$ cat config.mk
export PLATFORM = sky130hd
export DESIGN_NAME = fraction_arithmetic_reduce_core
export DESIGN_NICKNAME = d
export VERILOG_FILES = /design/src/rtl/core/fac_pkg.sv /design/src/rtl/core/fac_div.sv /design/src/rtl/core/fac_back.sv /design/src/rtl/core/fac_queue.sv /design/src/rtl/core/fac_front.sv /design/src/rtl/core/fraction_arithmetic_reduce_core.sv
export VERILOG_INCLUDE_DIRS = /design/src /design/src/rtl/core
export SDC_FILE = /design/constraint.sdc
export NUM_CORES = 2
export LEC_CHECK = 0
export BUFFER_PORTS_ARGS = -buffer_cell sky130_fd_sc_hd__buf_2
export CAP_MARGIN = 0
export CORE_MARGIN = 2
export CORE_UTILIZATION = 54
export DETAILED_ROUTE_END_ITERATION = 16
export GPL_ROUTABILITY_DRIVEN = 0
export PLACE_DENSITY = 0.71
export RECOVER_POWER = 25
export SYNTH_ARGS = -nofsm -noshare
export SYNTH_HDL_FRONTEND = slang
export SYNTH_SLANG_ARGS = --single-unit
export TNS_END_PERCENT = 30
$ cat constraint.sdc
create_clock -name i_clk -period 10.1 [get_ports i_clk]
set_clock_uncertainty 0.15 [all_clocks]
set_input_delay 0.505 -clock i_clk [delete_from_list [all_inputs] [get_ports i_clk]]
set_output_delay 0.505 -clock i_clk [all_outputs]
set_load 0.05 [all_outputs]
$ cat src/rtl/core/fraction_arithmetic_reduce_core_assert.svh
// assertion helpers shared by the core modules
`ifndef FRACTION_ARITHMETIC_REDUCE_CORE_ASSERT_SVH
`define FRACTION_ARITHMETIC_REDUCE_CORE_ASSERT_SVH

// same-cycle implication, checked outside reset
`define FAC_ASSERT_NOW(label, ante, cons) \
    label: assert property (@(posedge i_clk) disable iff (!i_rst_n) (ante) |-> (cons)) \
        else $error("fac assertion failed");

// next-cycle implication, checked outside reset
`define FAC_ASSERT_NEXT(label, ante, cons) \
    label: assert property (@(posedge i_clk) disable iff (!i_rst_n) (ante) |=> (cons)) \
        else $error("fac assertion failed");

`endif

$ cat src/rtl/core/fac_pkg.sv
package fac_pkg;

    // output and operation code field widths
    localparam int NUM_W  = 33;
    localparam int DEN_W  = 32;
    localparam int KIND_W = 2;

    typedef logic [KIND_W-1:0] t_kind;

    // operation codes
    localparam t_kind KIND_ADD = 2'd0;
    localparam t_kind KIND_SUB = 2'd1;
    localparam t_kind KIND_MUL = 2'd2;
    localparam t_kind KIND_DIV = 2'd3;

    // back end sequencer states
    typedef enum logic [4:0] {
        ST_IDLE,
        ST_PG,
        ST_PG_W,
        ST_LQ,
        ST_LQ_W,
        ST_LMUL,
        ST_T1,
        ST_T1_W,
        ST_T1M,
        ST_T2,
        ST_T2_W,
        ST_T2M,
        ST_SUM,
        ST_MD1,
        ST_MD2,
        ST_EU,
        ST_EU_W,
        ST_RN,
        ST_RN_W,
        ST_RD,
        ST_RD_W,
        ST_OUT
    } t_back_state;

endpackage

$ cat src/rtl/core/fac_div.sv
module fac_div #(
    parameter int MW = 32
) (
    input  logic          i_clk,
    input  logic          i_rst_n,
    input  logic          i_start,
    input  logic [MW-1:0] i_dividend,
    input  logic [MW-1:0] i_divisor,
    output logic          o_busy,
    output logic          o_done,
    output logic [MW-1:0] o_quot,
    output logic [MW-1:0] o_rem
);

    localparam int CW = $clog2(MW + 1);

    logic [CW-1:0] r_cnt;
    logic          r_busy;
    logic          r_done;
    logic [MW-1:0] r_quo;
    logic [MW-1:0] r_rem;
    logic [MW-1:0] r_dvs;
    logic [MW:0]   w_shift;
    logic [MW:0]   w_diff;
    logic          w_ge;

    // one restoring step: shift in the next dividend bit and trial subtract
    always_comb begin
        w_shift = {r_rem, r_quo[MW-1]};
        w_diff  = w_shift - {1'b0, r_dvs};
        w_ge    = !w_diff[MW];
    end

    // control
    always_ff @(posedge i_clk) begin
        if (!i_rst_n) begin
            r_busy <= 1'b0;
            r_done <= 1'b0;
            r_cnt  <= '0;
        end else begin
            r_done <= 1'b0;
            if (i_start) begin
                r_busy <= 1'b1;
                r_cnt  <= CW'(MW);
            end else if (r_busy) begin
                r_cnt <= r_cnt - CW'(1);
                if (r_cnt == CW'(1)) begin
                    r_busy <= 1'b0;
                    r_done <= 1'b1;
                end
            end
        end
    end

    // quotient and remainder shift registers
    always_ff @(posedge i_clk) begin
        if (i_start) begin
            r_quo <= i_dividend;
            r_rem <= '0;
            r_dvs <= i_divisor;
        end else if (r_busy) begin
            r_rem <= w_ge ? w_diff[MW-1:0] : w_shift[MW-1:0];
            r_quo <= {r_quo[MW-2:0], w_ge};
        end
    end

    assign o_busy = r_busy;
    assign o_done = r_done;
    assign o_quot = r_quo;
    assign o_rem  = r_rem;

endmodule

$ cat src/rtl/core/fac_back.sv
`include "fraction_arithmetic_reduce_core_assert.svh"

module fac_back #(
    parameter int W  = 16,
    parameter int DW = 4 * W + 3
) (
    input  logic                       i_clk,
    input  logic                       i_rst_n,
    input  logic                       i_q_valid,
    input  logic [DW-1:0]              i_q_data,
    output logic                       o_pop,
    output logic                       o_out_valid,
    input  logic                       i_out_stall,
    output logic [fac_pkg::NUM_W-1:0]  o_res_num,
    output logic [fac_pkg::DEN_W-1:0]  o_res_den,
    output logic                       o_bad_input
);

    localparam int MW = 2 * W;
    localparam int XW = MW + fac_pkg::NUM_W;

    fac_pkg::t_back_state r_state;
    fac_pkg::t_back_state n_state;

    // queue word fields
    logic          w_err;
    fac_pkg::t_kind w_kind;
    logic [W-1:0]  w_na;
    logic [W-1:0]  w_da;
    logic [W-1:0]  w_nb;
    logic [W-1:0]  w_db;
    logic [W-1:0]  w_na_m;
    logic [W-1:0]  w_da_m;
    logic [W-1:0]  w_nb_m;
    logic [W-1:0]  w_db_m;

    // operand registers, sign and magnitude
    fac_pkg::t_kind r_kind;
    logic          r_na_n, r_da_n, r_nb_n, r_db_n;
    logic [W-1:0]  r_na_m, r_da_m, r_nb_m, r_db_m;

    // working registers
    logic [MW-1:0] r_xm, r_ym;
    logic          r_xn, r_yn;
    logic [W-1:0]  r_q;
    logic [MW-1:0] r_l;
    logic [MW-1:0] r_t1m, r_t2m;
    logic          r_t1n, r_t2n;
    logic [MW-1:0] r_nm, r_dm;
    logic          r_nn, r_dn;
    logic [fac_pkg::NUM_W-1:0] r_rn;
    logic [fac_pkg::DEN_W-1:0] r_rd;
    logic          r_bad;

    // output register
    logic          r_ovalid;
    logic [fac_pkg::NUM_W-1:0] r_onum;
    logic [fac_pkg::DEN_W-1:0] r_oden;
    logic          r_obad;
    logic          w_load;

    // shared units
    logic          w_div_start;
    logic [MW-1:0] w_div_a, w_div_b;
    logic          w_div_busy, w_div_done;
    logic [MW-1:0] w_quot, w_rem;
    logic [W-1:0]  w_mul_a, w_mul_b;
    logic [MW-1:0] w_prod;
    logic          w_md_sel_n1, w_md_sel_n2;

    // sum and signed quotient helpers
    logic [MW-1:0] w_sum_m;
    logic          w_sum_n;
    logic          w_q_neg;
    logic [XW-1:0] w_qx;
    logic [XW-1:0] w_qs;

    // unpack and take magnitudes
    always_comb begin
        w_err  = i_q_data[DW-1];
        w_kind = i_q_data[DW-2 -: fac_pkg::KIND_W];
        w_na   = i_q_data[4*W-1 -: W];
        w_da   = i_q_data[3*W-1 -: W];
        w_nb   = i_q_data[2*W-1 -: W];
        w_db   = i_q_data[W-1:0];
        w_na_m = w_na[W-1] ? (~w_na + W'(1)) : w_na;
        w_da_m = w_da[W-1] ? (~w_da + W'(1)) : w_da;
        w_nb_m = w_nb[W-1] ? (~w_nb + W'(1)) : w_nb;
        w_db_m = w_db[W-1] ? (~w_db + W'(1)) : w_db;
    end

    fac_div #(.MW(MW)) u_div (
        .i_clk      (i_clk),
        .i_rst_n    (i_rst_n),
        .i_start    (w_div_start),
        .i_dividend (w_div_a),
        .i_divisor  (w_div_b),
        .o_busy     (w_div_busy),
        .o_done     (w_div_done),
        .o_quot     (w_quot),
        .o_rem      (w_rem)
    );

    // single multiplier, product always registered
    assign w_prod = MW'(w_mul_a) * MW'(w_mul_b);

    // next state
    always_comb begin
        n_state = r_state;
        case (r_state)
            fac_pkg::ST_IDLE: begin
                if (i_q_valid) begin
                    if (w_err) begin
                        n_state = fac_pkg::ST_OUT;
                    end else if (w_kind inside {fac_pkg::KIND_ADD, fac_pkg::KIND_SUB}) begin
                        n_state = fac_pkg::ST_PG;
                    end else begin
                        n_state = fac_pkg::ST_MD1;
                    end
                end
            end
            fac_pkg::ST_PG:   n_state = (r_ym == '0) ? fac_pkg::ST_LQ : fac_pkg::ST_PG_W;
            fac_pkg::ST_PG_W: if (w_div_done) n_state = fac_pkg::ST_PG;
            fac_pkg::ST_LQ:   n_state = fac_pkg::ST_LQ_W;
            fac_pkg::ST_LQ_W: if (w_div_done) n_state = fac_pkg::ST_LMUL;
            fac_pkg::ST_LMUL: n_state = fac_pkg::ST_T1;
            fac_pkg::ST_T1:   n_state = fac_pkg::ST_T1_W;
            fac_pkg::ST_T1_W: if (w_div_done) n_state = fac_pkg::ST_T1M;
            fac_pkg::ST_T1M:  n_state = fac_pkg::ST_T2;
            fac_pkg::ST_T2:   n_state = fac_pkg::ST_T2_W;
            fac_pkg::ST_T2_W: if (w_div_done) n_state = fac_pkg::ST_T2M;
            fac_pkg::ST_T2M:  n_state = fac_pkg::ST_SUM;
            fac_pkg::ST_SUM:  n_state = fac_pkg::ST_EU;
            fac_pkg::ST_MD1:  n_state = fac_pkg::ST_MD2;
            fac_pkg::ST_MD2:  n_state = fac_pkg::ST_EU;
            fac_pkg::ST_EU:   n_state = (r_ym == '0) ? fac_pkg::ST_RN : fac_pkg::ST_EU_W;
            fac_pkg::ST_EU_W: if (w_div_done) n_state = fac_pkg::ST_EU;
            fac_pkg::ST_RN:   n_state = fac_pkg::ST_RN_W;
            fac_pkg::ST_RN_W: if (w_div_done) n_state = fac_pkg::ST_RD;
            fac_pkg::ST_RD:   n_state = fac_pkg::ST_RD_W;
            fac_pkg::ST_RD_W: if (w_div_done) n_state = fac_pkg::ST_OUT;
            fac_pkg::ST_OUT:  if (!r_ovalid || !i_out_stall) n_state = fac_pkg::ST_IDLE;
            default:          n_state = fac_pkg::ST_IDLE;
        endcase
    end

    // unit controls and operand selection
    always_comb begin
        w_div_start = 1'b0;
        w_div_a     = r_xm;
        w_div_b     = r_ym;
        w_mul_a     = r_na_m;
        w_mul_b     = r_db_m;
        o_pop       = 1'b0;
        case (r_state)
            fac_pkg::ST_IDLE: o_pop = i_q_valid;
            fac_pkg::ST_PG:   w_div_start = (r_ym != '0);
            fac_pkg::ST_LQ: begin
                w_div_start = 1'b1;
                w_div_a     = MW'(r_da_m);
                w_div_b     = r_xm;
            end
            fac_pkg::ST_LMUL: begin
                w_mul_a = r_q;
                w_mul_b = r_db_m;
            end
            fac_pkg::ST_T1: begin
                w_div_start = 1'b1;
                w_div_a     = r_l;
                w_div_b     = MW'(r_da_m);
            end
            fac_pkg::ST_T1M: begin
                w_mul_a = r_na_m;
                w_mul_b = r_q;
            end
            fac_pkg::ST_T2: begin
                w_div_start = 1'b1;
                w_div_a     = r_l;
                w_div_b     = MW'(r_db_m);
            end
            fac_pkg::ST_T2M: begin
                w_mul_a = r_nb_m;
                w_mul_b = r_q;
            end
            fac_pkg::ST_MD1: begin
                w_mul_a = r_na_m;
                w_mul_b = (r_kind == fac_pkg::KIND_MUL) ? r_nb_m : r_db_m;
            end
            fac_pkg::ST_MD2: begin
                w_mul_a = r_da_m;
                w_mul_b = (r_kind == fac_pkg::KIND_MUL) ? r_db_m : r_nb_m;
            end
            fac_pkg::ST_EU:   w_div_start = (r_ym != '0);
            fac_pkg::ST_RN: begin
                w_div_start = 1'b1;
                w_div_a     = r_nm;
                w_div_b     = r_xm;
            end
            fac_pkg::ST_RD: begin
                w_div_start = 1'b1;
                w_div_a     = r_dm;
                w_div_b     = r_xm;
            end
            default: begin
                w_div_start = 1'b0;
            end
        endcase
    end

    // signs of the cross products
    assign w_md_sel_n1 = (r_kind == fac_pkg::KIND_MUL) ? r_nb_n : r_db_n;
    assign w_md_sel_n2 = (r_kind == fac_pkg::KIND_MUL) ? r_db_n : r_nb_n;

    // signed sum of the two scaled numerators
    always_comb begin
        if (r_t1n == r_t2n) begin
            w_sum_m = r_t1m + r_t2m;
            w_sum_n = r_t1n;
        end else if (r_t1m >= r_t2m) begin
            w_sum_m = r_t1m - r_t2m;
            w_sum_n = r_t1n;
        end else begin
            w_sum_m = r_t2m - r_t1m;
            w_sum_n = r_t2n;
        end
    end

    // truncating quotient back to two's complement
    always_comb begin
        w_q_neg = (r_state == fac_pkg::ST_RN_W) ? (r_nn ^ r_xn) : (r_dn ^ r_xn);
        w_qx    = XW'(w_quot);
        w_qs    = w_q_neg ? (~w_qx + XW'(1)) : w_qx;
    end

    // state register
    always_ff @(posedge i_clk) begin
        if (!i_rst_n) begin
            r_state <= fac_pkg::ST_IDLE;
        end else begin
            r_state <= n_state;
        end
    end

    // datapath
    always_ff @(posedge i_clk) begin
        case (r_state)
            fac_pkg::ST_IDLE: begin
                if (i_q_valid) begin
                    r_kind <= w_kind;
                    r_na_n <= w_na[W-1];
                    r_da_n <= w_da[W-1];
                    r_nb_n <= w_nb[W-1];
                    r_db_n <= w_db[W-1];
                    r_na_m <= w_na_m;
                    r_da_m <= w_da_m;
                    r_nb_m <= w_nb_m;
                    r_db_m <= w_db_m;
                    r_xm   <= MW'(w_da_m);
                    r_ym   <= MW'(w_db_m);
                    r_rn   <= '0;
                    r_rd   <= '0;
                    r_bad  <= w_err;
                end
            end
            fac_pkg::ST_PG_W: begin
                if (w_div_done) begin
                    r_xm <= r_ym;
                    r_ym <= w_rem;
                end
            end
            fac_pkg::ST_LQ_W, fac_pkg::ST_T1_W, fac_pkg::ST_T2_W: begin
                if (w_div_done) begin
                    r_q <= w_quot[W-1:0];
                end
            end
            fac_pkg::ST_LMUL: r_l <= w_prod;
            fac_pkg::ST_T1M: begin
                r_t1m <= w_prod;
                r_t1n <= r_na_n ^ r_da_n;
            end
            fac_pkg::ST_T2M: begin
                r_t2m <= w_prod;
                r_t2n <= r_nb_n ^ r_db_n ^ (r_kind == fac_pkg::KIND_SUB);
            end
            fac_pkg::ST_SUM: begin
                r_nm <= w_sum_m;
                r_nn <= w_sum_n && (w_sum_m != '0);
                r_dm <= r_l;
                r_dn <= 1'b0;
                r_xm <= w_sum_m;
                r_xn <= w_sum_n && (w_sum_m != '0);
                r_ym <= r_l;
                r_yn <= 1'b0;
            end
            fac_pkg::ST_MD1: begin
                r_nm <= w_prod;
                r_nn <= (r_na_n ^ w_md_sel_n1) && (w_prod != '0);
            end
            fac_pkg::ST_MD2: begin
                r_dm <= w_prod;
                r_dn <= r_da_n ^ w_md_sel_n2;
                r_xm <= r_nm;
                r_xn <= r_nn;
                r_ym <= w_prod;
                r_yn <= r_da_n ^ w_md_sel_n2;
            end
            fac_pkg::ST_EU_W: begin
                if (w_div_done) begin
                    r_xm <= r_ym;
                    r_xn <= r_yn;
                    r_ym <= w_rem;
                    r_yn <= r_xn && (w_rem != '0);
                end
            end
            fac_pkg::ST_RN_W: begin
                if (w_div_done) begin
                    r_rn <= w_qs[fac_pkg::NUM_W-1:0];
                end
            end
            fac_pkg::ST_RD_W: begin
                if (w_div_done) begin
                    r_rd <= w_qs[fac_pkg::DEN_W-1:0];
                end
            end
            default: begin
                r_bad <= r_bad;
            end
        endcase
    end

    // output register, free again once the word is taken
    assign w_load = (r_state == fac_pkg::ST_OUT) && (!r_ovalid || !i_out_stall);

    always_ff @(posedge i_clk) begin
        if (!i_rst_n) begin
            r_ovalid <= 1'b0;
        end else if (w_load) begin
            r_ovalid <= 1'b1;
        end else if (!i_out_stall) begin
            r_ovalid <= 1'b0;
        end
    end

    always_ff @(posedge i_clk) begin
        if (w_load) begin
            r_onum <= r_rn;
            r_oden <= r_rd;
            r_obad <= r_bad;
        end
    end

    assign o_out_valid = r_ovalid;
    assign o_res_num   = r_onum;
    assign o_res_den   = r_oden;
    assign o_bad_input = r_obad;

    // divider is never restarted mid division
    `FAC_ASSERT_NOW(a_div_idle_start, w_div_start, !w_div_busy)
    // an error word carries a zero fraction
    `FAC_ASSERT_NOW(a_bad_zero, o_out_valid && o_bad_input, (o_res_num == '0) && (o_res_den == '0))
    // a stalled result word holds
    `FAC_ASSERT_NEXT(a_out_hold, o_out_valid && i_out_stall, o_out_valid && $stable(o_res_num) && $stable(o_res_den) && $stable(o_bad_input))

endmodule

$ cat src/rtl/core/fac_queue.sv
`include "fraction_arithmetic_reduce_core_assert.svh"

module fac_queue #(
    parameter int DW = 67
) (
    input  logic          i_clk,
    input  logic          i_rst_n,
    input  logic          i_push,
    input  logic [DW-1:0] i_data,
    output logic          o_full,
    input  logic          i_pop,
    output logic          o_valid,
    output logic [DW-1:0] o_data
);

    logic [DW-1:0] r_mem [2];
    logic          r_wp;
    logic          r_rp;
    logic [1:0]    r_cnt;

    // pointers and fill count
    always_ff @(posedge i_clk) begin
        if (!i_rst_n) begin
            r_wp  <= 1'b0;
            r_rp  <= 1'b0;
            r_cnt <= 2'd0;
        end else begin
            if (i_push) r_wp <= !r_wp;
            if (i_pop)  r_rp <= !r_rp;
            r_cnt <= r_cnt + 2'(i_push) - 2'(i_pop);
        end
    end

    // two entry storage
    always_ff @(posedge i_clk) begin
        if (i_push) begin
            r_mem[r_wp] <= i_data;
        end
    end

    assign o_full  = (r_cnt == 2'd2);
    assign o_valid = (r_cnt != 2'd0);
    assign o_data  = r_mem[r_rp];

    // no overflow and no underflow
    `FAC_ASSERT_NOW(a_q_no_overflow, i_push, r_cnt != 2'd2)
    `FAC_ASSERT_NOW(a_q_no_underflow, i_pop, r_cnt != 2'd0)
    // fill count never passes the depth
    `FAC_ASSERT_NOW(a_q_cnt_range, 1'b1, r_cnt != 2'd3)

endmodule

$ cat src/rtl/core/fac_front.sv
module fac_front #(
    parameter int W  = 16,
    parameter int DW = 4 * W + 3
) (
    input  logic                 i_clk,
    input  logic                 i_rst_n,
    input  logic                 i_in_valid,
    output logic                 o_in_stall,
    input  fac_pkg::t_kind       i_kind,
    input  logic [W-1:0]         i_num_a,
    input  logic [W-1:0]         i_den_a,
    input  logic [W-1:0]         i_num_b,
    input  logic [W-1:0]         i_den_b,
    output logic                 o_push,
    output logic [DW-1:0]        o_data,
    input  logic                 i_full
);

    logic          r_valid;
    logic          n_valid;
    logic [DW-1:0] r_data;
    logic          w_accept;
    logic          w_err;

    // flag zero denominators and a zero divisor
    assign w_err = (i_den_a == '0) || (i_den_b == '0) ||
                   ((i_kind == fac_pkg::KIND_DIV) && (i_num_b == '0));

    // handshake with the queue
    assign o_in_stall = r_valid && i_full;
    assign w_accept   = i_in_valid && !o_in_stall;
    assign o_push     = r_valid && !i_full;

    always_comb begin
        n_valid = r_valid;
        if (w_accept) begin
            n_valid = 1'b1;
        end else if (o_push) begin
            n_valid = 1'b0;
        end
    end

    always_ff @(posedge i_clk) begin
        if (!i_rst_n) begin
            r_valid <= 1'b0;
        end else begin
            r_valid <= n_valid;
        end
    end

    // classified word
    always_ff @(posedge i_clk) begin
        if (w_accept) begin
            r_data <= {w_err, i_kind, i_num_a, i_den_a, i_num_b, i_den_b};
        end
    end

    assign o_data = r_data;

endmodule

$ cat src/rtl/core/fraction_arithmetic_reduce_core.sv
// Fraction arithmetic core: takes num_a/den_a and num_b/den_b with an operation
// (add, subtract, multiply, divide) and returns the result reduced by a signed
// Euclid gcd, so the denominator may come out negative. A zero denominator or a
// divide by a zero fraction gives bad_input with a 0/0 result. A front stage
// checks and queues words (two deep), a back sequencer does the work on one
// shared multiplier and one radix-2 divider, one word at a time. A word takes
// (euclid steps + 2) divisions for multiply and divide, plus the plain gcd
// steps and three more divisions for add and subtract.
module fraction_arithmetic_reduce_core #(
    parameter int VALUE_WIDTH = 16
) (
    input  logic                              i_clk,
    input  logic                              i_rst_n,
    input  logic                              i_in_valid,
    output logic                              o_in_stall,
    input  logic [fac_pkg::KIND_W-1:0]        i_kind,
    input  logic signed [VALUE_WIDTH-1:0]     i_num_a,
    input  logic signed [VALUE_WIDTH-1:0]     i_den_a,
    input  logic signed [VALUE_WIDTH-1:0]     i_num_b,
    input  logic signed [VALUE_WIDTH-1:0]     i_den_b,
    output logic                              o_out_valid,
    input  logic                              i_out_stall,
    output logic signed [fac_pkg::NUM_W-1:0]  o_res_num,
    output logic signed [fac_pkg::DEN_W-1:0]  o_res_den,
    output logic                              o_bad_input
);

    localparam int DW = 4 * VALUE_WIDTH + 3;

    logic          w_push;
    logic [DW-1:0] w_push_data;
    logic          w_full;
    logic          w_pop;
    logic          w_q_valid;
    logic [DW-1:0] w_q_data;

    // front: accept and classify
    fac_front #(.W(VALUE_WIDTH), .DW(DW)) u_front (
        .i_clk      (i_clk),
        .i_rst_n    (i_rst_n),
        .i_in_valid (i_in_valid),
        .o_in_stall (o_in_stall),
        .i_kind     (i_kind),
        .i_num_a    (i_num_a),
        .i_den_a    (i_den_a),
        .i_num_b    (i_num_b),
        .i_den_b    (i_den_b),
        .o_push     (w_push),
        .o_data     (w_push_data),
        .i_full     (w_full)
    );

    // queue between the two halves
    fac_queue #(.DW(DW)) u_queue (
        .i_clk   (i_clk),
        .i_rst_n (i_rst_n),
        .i_push  (w_push),
        .i_data  (w_push_data),
        .o_full  (w_full),
        .i_pop   (w_pop),
        .o_valid (w_q_valid),
        .o_data  (w_q_data)
    );

    // back: compute and reduce
    fac_back #(.W(VALUE_WIDTH), .DW(DW)) u_back (
        .i_clk       (i_clk),
        .i_rst_n     (i_rst_n),
        .i_q_valid   (w_q_valid),
        .i_q_data    (w_q_data),
        .o_pop       (w_pop),
        .o_out_valid (o_out_valid),
        .i_out_stall (i_out_stall),
        .o_res_num   (o_res_num),
        .o_res_den   (o_res_den),
        .o_bad_input (o_bad_input)
    );

endmodule

==> impl_results.md <==
* Outcome: complete, but fails checks
* Failing checks: max-capacitance violations, max-slew violations
* FF-to-FF Start: u_back.r_state[1]
* Die width at 301 um
* Final Setup Violations at 0
* Register area at 22500 um2
* Slowest CP cell: a211oi_4
* Fin cells at 5818
* WL/cell at 24.5 um
* Ys Warns at 0
* Starting DRT DRC Count at 4988
* Commonest non-fill, non-tap cell in the layout: edfxtp_1
* Placed cells at 5607
* DIE AREA at 90500 um2
* Largest net degree at the start of global routing at 78
* Core area at 87000 um2
* Vias in the first global route at 35600
* CP endpoint kind: register
* Drt drc at 0
* Grt total ovfl at 0
* Top cells by area, synth: edfxtp_1 45%, fa_1 8.3%, ha_1 6.3%
* Area Overhead vs Synth at 11.4%
* Worst path arrival time at 9.77 ns
* Fraction of layout cells with a size suffix above 1 at 6.69%
* Kind of critical path: register to register
* Fmax at 105 MHz
* Crit-path most repeated cell: fa_1
* Detailed-route via count at 36800
* Worst min path class: primary input to register
* Slew Viols, Final at 78
* RSZ-0062 raised after global routing: no
* GRT Overall Usage at 31.1%
* Register-to-Register Setup Slack at 0.54 ns
* Asr flop ratio synth at 0%
* Synth Flop Type: edfxtp_1
* Hold Vio Cnt, Final at 0
* CTS max path bufs at 3
* Part of the cycle the worst path needs at 94.6%
* Site Rows at 108
* Synth Cell Area at 47600 um2
* Antenna viol nets, final at 0
* Top-area cell type share of the netlist area at 45.0%
* CP max FO at 27
* Critical Path RT at 10.32 ns
* CTS tree: built
* Hold endpoint: u_back.u_div.o_busy
* Hold depth at 2
* Final wirelength at 142000 um
* CP Launch Type: register
* Worst r2r path cells at 30
* Layout filler cell count at 7098
* Flops & latches, synth at 765
* Worst slew pin tran at 2.76 ns
* Max Cap Viol at 1
* Hpwl dp at 102000 um
* 1st-pass router iterations at 9
* Unique masters post-synth at 95
* Htree depth at 3
* TNS Setup at 0 ns
* # nets final at 5109
* Mapped Cells at 4430
* Top Ports at 138
* Synth area leader: edfxtp_1
* Sequential area share after synthesis at 47.2%
* First-pass GRT wire length at 214000 um
* Avg Inst Size Synth at 10.7 um2
* Crit path time final at 9.56 ns
* EDFF count, synth at 713
* Chip height at 301 um
* Fin util at 60.9%
* Via/cell ratio at 6.33
* Clk_lat worst skew at 0.66 ns
* Cts bufs inserted at 81
* Initial Utilization at 54.7%
* IO Port Bufs at 137
* Slew HR at -84.0%
* CTS clock-pin slew for the worst setup and hold paths at 0.06 ns
* Post-CTS sizing at 0
* Clock Root Buffer: clkbuf_16
* Commonest non-fill, non-tap cells in the layout: 713 x edfxtp_1, 411 x nor2_1, 410 x nand2_1
* Worst hold start: i_rst_n
* Reg2reg end: u_back.r_nn
* Initial antenna violation count at 2
* Syn Nets at 4937
* Clock Sinks at 765
* Area of the multi-input gates at 23000 um2
* Slowest stage delay, CP at 0.88 ns
## cells by family after synthesis
| kind of cell | count (synthesis) | synth area share, % |
|---|---|---|
| and+or+nand+nor | 1268 | 12.2 |
| DFF | 765 | 47.2 |
| buffers and inverters | 612 | 4.91 |
| xor gates and xnor gates | 174 | 3.20 |
| muxes | 138 | 2.97 |
| adders and majority gates | 437 | 14.6 |
| AOI/OAI and AO/OA | 1036 | 14.9 |
## state kept, by name, indices dropped and copies added, names as in the netlist, 33 cells and up, named ones only
name / count
u_queue.r_mem: 134
u_back.r_rn: 33
u_back.o_res_num: 33
u_front.o_data: 67
## cell type report
type,instances,share of cell area (%)
Antenna cell,1,0.00472
Clock buffer,100,4.06
Clock inverter,43,1.02
Inverter,407,2.88
Multi-Input combinational cell,3053,43.4
Sequential cell,765,42.4
Tap cell,1155,2.73
Timing Repair Buffer,294,3.53
## synth_stat cells (11+ instances only)
| cell | number |
|---|---|
| edfxtp_1 | 713 |
| nor3_1 | 80 |
| nand2b_1 | 48 |
| xnor2_1 | 101 |
| xor2_1 | 73 |
| dfxtp_1 | 52 |
| nor2b_1 | 33 |
| and2_1 | 35 |
| nor2_1 | 423 |
| or2_2 | 18 |
| o21ai_1 | 12 |
| o21a_1 | 24 |
| a31oi_1 | 25 |
| a22oi_1 | 51 |
| nor4_1 | 53 |
| o211ai_1 | 20 |
| and3_1 | 18 |
| o32ai_1 | 18 |
| a211oi_1 | 19 |
| or3_1 | 23 |
| inv_1 | 403 |
| o31a_1 | 11 |
| fa_1 | 198 |
| o21bai_1 | 15 |
| o21ai_0 | 223 |
| clkbuf_1 | 164 |
| a311oi_1 | 11 |
| a222oi_1 | 65 |
| buf_1 | 18 |
| nand3_1 | 48 |
| a22o_1 | 35 |
| nand4_1 | 29 |
| a21boi_0 | 12 |
| a21o_1 | 53 |
| ha_1 | 239 |
| a221o_1 | 34 |
| a221oi_1 | 34 |
| mux2i_1 | 113 |
| buf_2 | 20 |
| a21oi_1 | 248 |
| o31ai_1 | 30 |
| nand2_1 | 410 |
| mux2_2 | 25 |
## layer usage
metal / up-vias / GRT usage, % / part of all wire (%)
li1: 16500 / - / -
met4: 2 / 18.2 / 6.7
met3: 480 / 7.22 / 12
met2: 2322 / 47.4 / 44
met1: 17600 / 41.0 / 38
met5: - / 0 / 0.0091
## critical path: cells and delay by family (launching register included)
family                   cells  cell delay [ns]
AND/OR/NAND/NOR             10             2.73
AO/OA/AOI/OAI                7             2.26
buffers and inverters        6             0.47
flip-flops                   1             0.33
adder cells (fa/ha/maj)      7             3.32
## through the flow
step | cell area [um2] | worst slack [ns] | hold slack (ns)
2_1_floorplan | 47600 | 0.883 | 0.250
3_3_place_gp | 49800 | 0.970 | 0.251
3_5_place_dp | 49800 | 0.672 | 0.255
4_1_cts | 53100 | 0.623 | 0.144
5_1_grt | 53000 | 0.0316 | 0.164
6_report | 53000 | 0.543 | 0.169
## worst max-delay path by stage
| stage | endpoint | start | slack [ns] |
|---|---|---|---|
| global placement | u_back.r_nn | u_back.r_state[1] | 0.97 |
| floorplan | u_back.r_nn | u_back.r_state[2] | 0.88 |
| global route | u_back.r_nn | u_back.r_state[1] | 0.03 |
| detailed placement | u_back.r_nn | u_back.r_state[1] | 0.67 |
| CTS | u_back.r_nn | u_back.r_state[1] | 0.62 |
| finish | u_back.r_nn | u_back.r_state[1] | 0.54 |
## timing repair
| item | in CTS | in global routing |
|---|---|---|
| setup buffers | 0 | 0 |
| hold buffers | 67 | 0 |
| endpoints found under the setup margin | 0 | 0 |
| hold endpoints to repair | 67 | 0 |
Power is not shown: default switching activity piles up to over one toggle a cycle in this logic, so the estimate is an artifact.
